[src/hdl/ales_pkg.sv]
// Shared types, register map and reset constants for the axis limit and encoder supervisor.
package ales_pkg;

  localparam int unsigned COUNT_BITS_DEF = 16;
  localparam int unsigned ADDR_BITS      = 5;
  localparam int unsigned DATA_BITS      = 32;

  localparam logic [7:0]  CLEAR_DELAY_RST = 8'd100;

  typedef enum logic [2:0] {
    REG_XY_LEVEL  = 3'd0,
    REG_Z_LEVEL   = 3'd1,
    REG_Z_TARGET  = 3'd2,
    REG_Z_TGT_EN  = 3'd3,
    REG_Z_CLR_DLY = 3'd4
  } reg_idx_e;

  typedef struct packed {
    logic        xy_active_level;
    logic        z_active_level;
    logic [15:0] z_target;
    logic        z_target_enable;
    logic [7:0]  z_clear_delay;
  } cfg_t;

  typedef struct packed {
    logic x_max_pin;
    logic x_min_pin;
    logic y_max_pin;
    logic y_min_pin;
    logic z_high_pin;
    logic z_low_pin;
    logic z_encoder_pin;
    logic z_going_down;
    logic z_drive_on;
    logic protect_tick;
  } in_item_t;

  typedef struct packed {
    logic               x_stop;
    logic               y_stop;
    logic               z_stop;
    logic signed [15:0] z_position;
    logic               stall_alarm;
  } out_item_t;

endpackage

[src/hdl/ales_core.sv]
// Supervisor state and single-pass step logic for one scan tick.
module ales_core #(
  parameter int unsigned COUNT_BITS = ales_pkg::COUNT_BITS_DEF
) (
  input  logic               clk_i,
  input  logic               rst_ni,
  input  logic               step_i,
  input  ales_pkg::cfg_t     cfg_i,
  input  ales_pkg::in_item_t item_i,
  output ales_pkg::out_item_t result_o
);
  import ales_pkg::*;

  localparam int unsigned SEEN_XMAX = 0;
  localparam int unsigned SEEN_XMIN = 1;
  localparam int unsigned SEEN_YMAX = 2;
  localparam int unsigned SEEN_YMIN = 3;
  localparam int unsigned SEEN_ZMAX = 4;
  localparam int unsigned SEEN_ZMIN = 5;

  logic [5:0]            seen_q, seen_d;
  logic                  enc_q, enc_d;
  logic [COUNT_BITS-1:0] cnt_q, cnt_d;
  logic                  guard_q, guard_d;
  logic [7:0]            cd_q, cd_d;

  logic [7:0]             cd_dec;
  logic [COUNT_BITS-1:0]  cnt_clr;
  logic [COUNT_BITS+15:0] tgt_ext;
  logic [COUNT_BITS+15:0] pos_ext;
  logic                   act_xmax, act_xmin, act_ymax, act_ymin, act_zmax, act_zmin;
  logic                   ev_xmax, ev_xmin, ev_ymax, ev_ymin, ev_zmax, ev_zmin;
  logic                   enc_chg, tgt_hit, zsw, zs, guard_enc, guard_zs, alarm;

  assign act_xmax = item_i.x_max_pin  == cfg_i.xy_active_level;
  assign act_xmin = item_i.x_min_pin  == cfg_i.xy_active_level;
  assign act_ymax = item_i.y_max_pin  == cfg_i.xy_active_level;
  assign act_ymin = item_i.y_min_pin  == cfg_i.xy_active_level;
  assign act_zmax = item_i.z_high_pin == cfg_i.z_active_level;
  assign act_zmin = item_i.z_low_pin  == cfg_i.z_active_level;

  assign ev_xmax = act_xmax && !seen_q[SEEN_XMAX];
  assign ev_xmin = !ev_xmax && act_xmin && !seen_q[SEEN_XMIN];
  assign ev_ymax = act_ymax && !seen_q[SEEN_YMAX];
  assign ev_ymin = !ev_ymax && act_ymin && !seen_q[SEEN_YMIN];
  assign ev_zmax = act_zmax && !seen_q[SEEN_ZMAX];
  assign ev_zmin = !ev_zmax && act_zmin && !seen_q[SEEN_ZMIN];

  assign tgt_ext = {{COUNT_BITS{cfg_i.z_target[15]}}, cfg_i.z_target};
  assign cd_dec  = (cd_q != 8'd0) ? cd_q - 8'd1 : 8'd0;
  assign cnt_clr = (cd_q == 8'd1) ? '0 : cnt_q;
  assign enc_chg = item_i.z_encoder_pin != enc_q;
  assign zsw     = ev_zmax || ev_zmin;

  always_comb begin
    seen_d            = seen_q;
    seen_d[SEEN_XMAX] = act_xmax;
    seen_d[SEEN_YMAX] = act_ymax;
    seen_d[SEEN_ZMAX] = act_zmax;
    if (!ev_xmax) begin
      seen_d[SEEN_XMIN] = act_xmin;
    end
    if (!ev_ymax) begin
      seen_d[SEEN_YMIN] = act_ymin;
    end
    if (!ev_zmax) begin
      seen_d[SEEN_ZMIN] = act_zmin;
    end
  end

  always_comb begin
    enc_d     = item_i.z_encoder_pin;
    cnt_d     = cnt_clr;
    guard_enc = guard_q;
    if (enc_chg) begin
      guard_enc = 1'b0;
      if (item_i.z_going_down) begin
        cnt_d = cnt_clr + 1'b1;
      end else begin
        cnt_d = cnt_clr - 1'b1;
      end
    end
  end

  assign tgt_hit  = enc_chg && cfg_i.z_target_enable && (tgt_ext[COUNT_BITS-1:0] == cnt_d);
  assign zs       = tgt_hit || zsw;
  assign guard_zs = zs ? 1'b0 : guard_enc;

  always_comb begin
    cd_d = cd_dec;
    if (zsw && act_zmax) begin
      cd_d = (cfg_i.z_clear_delay == 8'd0) ? 8'd1 : cfg_i.z_clear_delay;
    end
  end

  always_comb begin
    alarm   = 1'b0;
    guard_d = guard_zs;
    if (item_i.protect_tick) begin
      if (item_i.z_drive_on) begin
        alarm   = guard_zs;
        guard_d = !guard_zs;
      end else begin
        guard_d = 1'b0;
      end
    end
  end

  assign pos_ext = {16'd0, cnt_d};

  always_comb begin
    result_o.x_stop      = ev_xmax || ev_xmin;
    result_o.y_stop      = ev_ymax || ev_ymin;
    result_o.z_stop      = zs;
    result_o.z_position  = pos_ext[15:0];
    result_o.stall_alarm = alarm;
  end

  always_ff @(posedge clk_i or negedge rst_ni) begin
    if (!rst_ni) begin
      seen_q  <= '0;
      enc_q   <= 1'b0;
      cnt_q   <= '0;
      guard_q <= 1'b0;
      cd_q    <= 8'd0;
    end else if (step_i) begin
      seen_q  <= seen_d;
      enc_q   <= enc_d;
      cnt_q   <= cnt_d;
      guard_q <= guard_d;
      cd_q    <= cd_d;
    end
  end

endmodule

[src/hdl/ales_obuf.sv]
// Two-entry result buffer between the step logic and the output channel.
module ales_obuf (
  input  logic                 clk_i,
  input  logic                 rst_ni,
  input  logic                 push_i,
  output logic                 ready_o,
  input  ales_pkg::out_item_t  data_i,
  output logic                 valid_o,
  input  logic                 ready_i,
  output ales_pkg::out_item_t  data_o
);
  import ales_pkg::*;

  out_item_t  mem_q [2];
  logic       wptr_q, rptr_q;
  logic [1:0] cnt_q, cnt_d;
  logic       pop;

  assign valid_o = cnt_q != 2'd0;
  assign ready_o = cnt_q != 2'd2;
  assign pop     = valid_o && ready_i;
  assign data_o  = mem_q[rptr_q];

  always_comb begin
    cnt_d = cnt_q;
    if (push_i && !pop) begin
      cnt_d = cnt_q + 2'd1;
    end else if (pop && !push_i) begin
      cnt_d = cnt_q - 2'd1;
    end
  end

  always_ff @(posedge clk_i) begin
    if (push_i) begin
      mem_q[wptr_q] <= data_i;
    end
  end

  always_ff @(posedge clk_i or negedge rst_ni) begin
    if (!rst_ni) begin
      wptr_q <= 1'b0;
      rptr_q <= 1'b0;
      cnt_q  <= 2'd0;
    end else begin
      cnt_q <= cnt_d;
      if (push_i) begin
        wptr_q <= !wptr_q;
      end
      if (pop) begin
        rptr_q <= !rptr_q;
      end
    end
  end

endmodule

[src/hdl/axis_limit_encoder_supervisor_unit.sv]
// Top level of the axis limit and encoder supervisor with its register port.
//
//  channel | direction | handshake               | payload
//  --------+-----------+-------------------------+------------------------
//  config  | in        | psel/penable/pwrite     | paddr, pwdata, prdata
//  in      | in        | in_valid_i / in_ready_o | in_data_i (in_item_t)
//  out     | out       | out_valid_o/out_ready_i | out_data_o (out_item_t)
//
// One item per cycle unless in_ready_o is low: each step is one logic pass from the state registers.
// Results are registered on acceptance into a two-entry output buffer.
// in_ready_o drops only while both buffer entries hold undelivered results.
// Reset is asynchronous; all state but the buffer data resets and no clearing pass is needed.
module axis_limit_encoder_supervisor_unit #(
  parameter int unsigned COUNT_BITS = ales_pkg::COUNT_BITS_DEF
) (
  input  logic                                clk_i,
  input  logic                                rst_ni,
  input  logic                                psel,
  input  logic                                penable,
  input  logic                                pwrite,
  input  logic [ales_pkg::ADDR_BITS-1:0]      paddr,
  input  logic [ales_pkg::DATA_BITS-1:0]      pwdata,
  output logic [ales_pkg::DATA_BITS-1:0]      prdata,
  output logic                                pready,
  input  logic                                in_valid_i,
  output logic                                in_ready_o,
  input  ales_pkg::in_item_t                  in_data_i,
  output logic                                out_valid_o,
  input  logic                                out_ready_i,
  output ales_pkg::out_item_t                 out_data_o
);
  import ales_pkg::*;

  cfg_t      cfg_q, cfg_d;
  reg_idx_e  reg_idx;
  logic      wr_en;
  logic      step;
  out_item_t result;

  assign pready  = 1'b1;
  assign reg_idx = reg_idx_e'(paddr[4:2]);
  assign wr_en   = psel && penable && pwrite && pready;
  assign step    = in_valid_i && in_ready_o;

  always_comb begin
    cfg_d = cfg_q;
    case (reg_idx)
      REG_XY_LEVEL:  cfg_d.xy_active_level = pwdata[0];
      REG_Z_LEVEL:   cfg_d.z_active_level  = pwdata[0];
      REG_Z_TARGET:  cfg_d.z_target        = pwdata[15:0];
      REG_Z_TGT_EN:  cfg_d.z_target_enable = pwdata[0];
      REG_Z_CLR_DLY: cfg_d.z_clear_delay   = pwdata[7:0];
      default:       cfg_d = cfg_q;
    endcase
  end

  always_comb begin
    case (reg_idx)
      REG_XY_LEVEL:  prdata = {31'd0, cfg_q.xy_active_level};
      REG_Z_LEVEL:   prdata = {31'd0, cfg_q.z_active_level};
      REG_Z_TARGET:  prdata = {16'd0, cfg_q.z_target};
      REG_Z_TGT_EN:  prdata = {31'd0, cfg_q.z_target_enable};
      REG_Z_CLR_DLY: prdata = {24'd0, cfg_q.z_clear_delay};
      default:       prdata = '0;
    endcase
  end

  always_ff @(posedge clk_i or negedge rst_ni) begin
    if (!rst_ni) begin
      cfg_q.xy_active_level <= 1'b1;
      cfg_q.z_active_level  <= 1'b0;
      cfg_q.z_target        <= 16'd0;
      cfg_q.z_target_enable <= 1'b0;
      cfg_q.z_clear_delay   <= CLEAR_DELAY_RST;
    end else if (wr_en) begin
      cfg_q <= cfg_d;
    end
  end

  ales_core #(
    .COUNT_BITS(COUNT_BITS)
  ) u_core (
    .clk_i    (clk_i),
    .rst_ni   (rst_ni),
    .step_i   (step),
    .cfg_i    (cfg_q),
    .item_i   (in_data_i),
    .result_o (result)
  );

  ales_obuf u_obuf (
    .clk_i   (clk_i),
    .rst_ni  (rst_ni),
    .push_i  (step),
    .ready_o (in_ready_o),
    .data_i  (result),
    .valid_o (out_valid_o),
    .ready_i (out_ready_i),
    .data_o  (out_data_o)
  );

endmodule

[config.mk]
export PLATFORM = sky130hd
export DESIGN_NAME = axis_limit_encoder_supervisor_unit
export DESIGN_NICKNAME = d
export VERILOG_FILES = /design/src/hdl/ales_pkg.sv /design/src/hdl/ales_core.sv /design/src/hdl/ales_obuf.sv /design/src/hdl/axis_limit_encoder_supervisor_unit.sv
export SDC_FILE = /design/constraint.sdc
export NUM_CORES = 1
export LEC_CHECK = 0
export BUFFER_PORTS_ARGS = -buffer_cell sky130_fd_sc_hd__buf_2
export CORE_ASPECT_RATIO = 0.75
export CORE_MARGIN = 10
export CORE_UTILIZATION = 45
export DETAILED_ROUTE_END_ITERATION = 6
export PLACE_DENSITY = 0.66
export SYNTH_ARGS = -nofsm -noshare
export SYNTH_HDL_FRONTEND = slang
export SYNTH_SLANG_ARGS = --single-unit
[constraint.sdc]
create_clock -name clk_i -period 5 [get_ports clk_i]
set_clock_uncertainty 0.05 [all_clocks]
set_input_delay 0.25 -clock clk_i [delete_from_list [all_inputs] [get_ports clk_i]]
set_output_delay 0.25 -clock clk_i [all_outputs]
set_load 0.01 [all_outputs]
==> impl_results.md <==
- Ant. Diodes: 0
- CP max FO: 7
- Top post-synthesis cells by area: dfrtp_1 (24%), edfxtp_1 (19%), mux2_2 (9.0%)
- Post-Place Cells: 841
- Die Height: 121 um
- Startpoint type of the worst setup path: flip-flop
- DR pass1 iterations: 5
- Synthesis-to-finish area growth: 13.1%
- DR vias: 4906
- Peak Freq: 0.218 GHz
- Worst Max-Slew Pin Slew: 899 ps
- Yosys warnings: 0
- Antenna violations before repair: 0
- Post-CTS resize count: 0
- Max-slew violations: 0
- Drt drc: 0
- Status: finished, final reports clean
- Final setup fails: 0
- Synth Register Bits: 103
- Remaining Overflow, GRT: 0
- DRT met1 WL: 7620 um
- Worst-skew pair later-pin latency: 350 ps
- Via/cell ratio: 5.73
- Fin crit share: 91.7%
- Mean area per synthesized cell: 9.97 sq um
- Finished Layout Cells: 856
- Sequential share of the synthesized area: 45.2%
- Register area: 2780 sq um
- Req. time, crit path: 5150 ps
- Top-count cell post-synth: nand2_1
- Largest net degree at the start of global routing: 64
- CTS Sinks: 103
- CTS Buf Count: 9
- Top cell type's share of synthesized area: 24.0%
- Row count: 36
- Clk slew on worst S/H paths: 70 ps
- Placeable Area: 13200 sq um
- Worst path arrival time: 4730 ps
- Hold Fails Final Rpt: 0
- I/O Buffers: 73
- Iter 0 DRT Violations: 573
- Final min period: 4590 ps
- Number of flops mapped to enable cells by yosys: 40
- Most used DFF post-synth: dfrtp_1
- Post-Syn Instances: 618
- Cts hold-fix bufs: 0
- Worst setup EP type: flip-flop
- Met3 wire len: 1330 um
- Die area: 18800 sq um
- Io pins: 109
- Antenna viol nets, final: 0
- Initial cell density of the core: 46.7%
- Root buf cell: clkbuf_16
- RSZ-0062 raised after global routing: no
- First-pass GRT wire length: 25900 um
- Hold Crit Class: in2async
- Final GP Congestion: 0.853
- Routed wire length: 15800 um
- WL met2: 6700 um
- H-tree levels: 3
- Highest metal used: met4
- Max_cap viols: 0
- Layout cells sized above 1: 26.6%
- P_leak: 2.93 nW
- Fill cells: 1166
- WL per Instance: 18.5 um
- Area occupied by multi-input gates: 3110 sq um
- Synth area leader: dfrtp_1
- WHS: 32.6 ps
- Final instance area: 6970 sq um
- Deepest clock path buffer count: 2
- Final core utilization: 52.8%
- TritonCTS clock tree: yes
- Total GRT Usage: 16.8%
- Post-DP HPWL: 11500 um
- Setup Crit Path Kind: reg2reg
- Synth Cell Area: 6160 sq um
- Number of setup buffers added after CTS: 0
- Placed Area: 6650 sq um
- Max-slew headroom: 40.1%
- Final net count: 745
- Peak supply drop: 0.370 mV
- Vias in the first global route: 4890
- Setup TNS: 0 ps
- Post-synth ARST share: 61.2%
- Synth cell count leaders: nand2_1 (70), dfrtp_1 (59), mux2_2 (49)
- Synth unique cells: 77
- Power per cell area: 627 nW/um^2
- Chip width: 155 um
## worst max-delay path, cell delays in order (launching register included)
cell and delay [ps]:
dfrtp_1 390, inv_1 130, ha_1 200, nor3b_2 410, nand2_2 150, and2_1 200, ha_1 360, and3_1 230
a21boi_0 320, nor2_1 200, a311oi_1 360, a211oi_1 150, a2111oi_0 540, nand4_1 200, nor4_1 290, a41o_1 270
## registers in the layout, indices dropped and copies added (netlist names)
register        count
u_obuf.mem_q       40
cfg_q              27
u_core.cnt_q       16
u_core.cd_q         8
u_core.seen_q       6
u_obuf.cnt_q        2
u_core.enc_q        1
u_core.guard_q      1
u_obuf.rptr_q       1
u_obuf.wptr_q       1
## cells in the final DEF (no fill, tap or decap), types with 8 or more instances in the layout
cell        n
a21oi_1    29
a22oi_1     8
a31oi_1     9
and2_1     12
buf_2      73
buf_4      17
clkbuf_16   9
conb_1     17
dfrtp_1    59
edfxtp_1   40
ha_1        9
inv_1      13
mux2_2     49
nand2_1    70
nand2b_1   10
nand4_1     8
nor2_1     39
nor3_1     19
o21ai_0    38
xnor2_1    20
xor2_1     14
## area by class of cell
| cell class | count | area share, % |
|---|---|---|
| Multi-Input combinational cell | 462 | 44.6 |
| Clock inverter | 6 | 1.24 |
| Clock buffer | 9 | 3.23 |
| Tap cell | 171 | 3.07 |
| Inverter | 15 | 0.808 |
| Sequential cell | 103 | 39.9 |
| Timing Repair Buffer | 90 | 7.07 |
## logic make-up (layout without fill, tap and decap cells)
kind of cell | Yosys count | after routing | synth area share [%]
xor gates and xnor gates | 34 | 34 | 4.83
muxes | 52 | 52 | 9.64
buffers and inverters | 68 | 120 | 5.48
and+or+nand+nor | 205 | 205 | 16.8
DFF | 103 | 103 | 45.2
adders and majority gates | 10 | 10 | 2.15
other | 2 | 17 | 0.122
AOI/OAI and AO/OA | 144 | 144 | 15.8
## metal layers
layer / track usage [%] / vias to the layer above
met4: 3.89 / 0
met1: 23.5 / 2327
met2: 25.0 / 214
li1: - / 2350
met5: 0 / -
met3: 5.21 / 15
## where the power goes
group / internal, W / switching [W] / total (W)
combinational: 0.000885 / 0.00118 / 0.00206
clock: 0.000435 / 0.000305 / 0.000739
sequential: 0.00126 / 0.000303 / 0.00157
## path summary, 6_finish.rpt
kind	start	to	slack [ps]	cells after the start
worst min-delay path	rst_ni	cfg_q[24]	30	2
min in group clk_i	pwdata[14]	cfg_q[23]	80	2
max in group asynchronous	rst_ni	u_core.seen_q[3]	4320	2
worst max-delay path	u_core.cd_q[1]	u_obuf.mem_q[0][17]	410	15
worst max register to register	u_core.cd_q[1]	u_obuf.mem_q[0][17]	410	15
worst min register to register	u_core.cnt_q[14]	u_core.cnt_q[14]	420	2
## through the flow
step | setup WS [ps] | total power (W)
2_1_floorplan | 624 | 0.00296
3_3_place_gp | 544 | 0.00353
3_5_place_dp | 437 | 0.00361
4_1_cts | 365 | 0.00437
5_1_grt | 83.9 | 0.00470
6_report | 415 | 0.00437
Note: power is estimated with default switching activity, not from simulation.
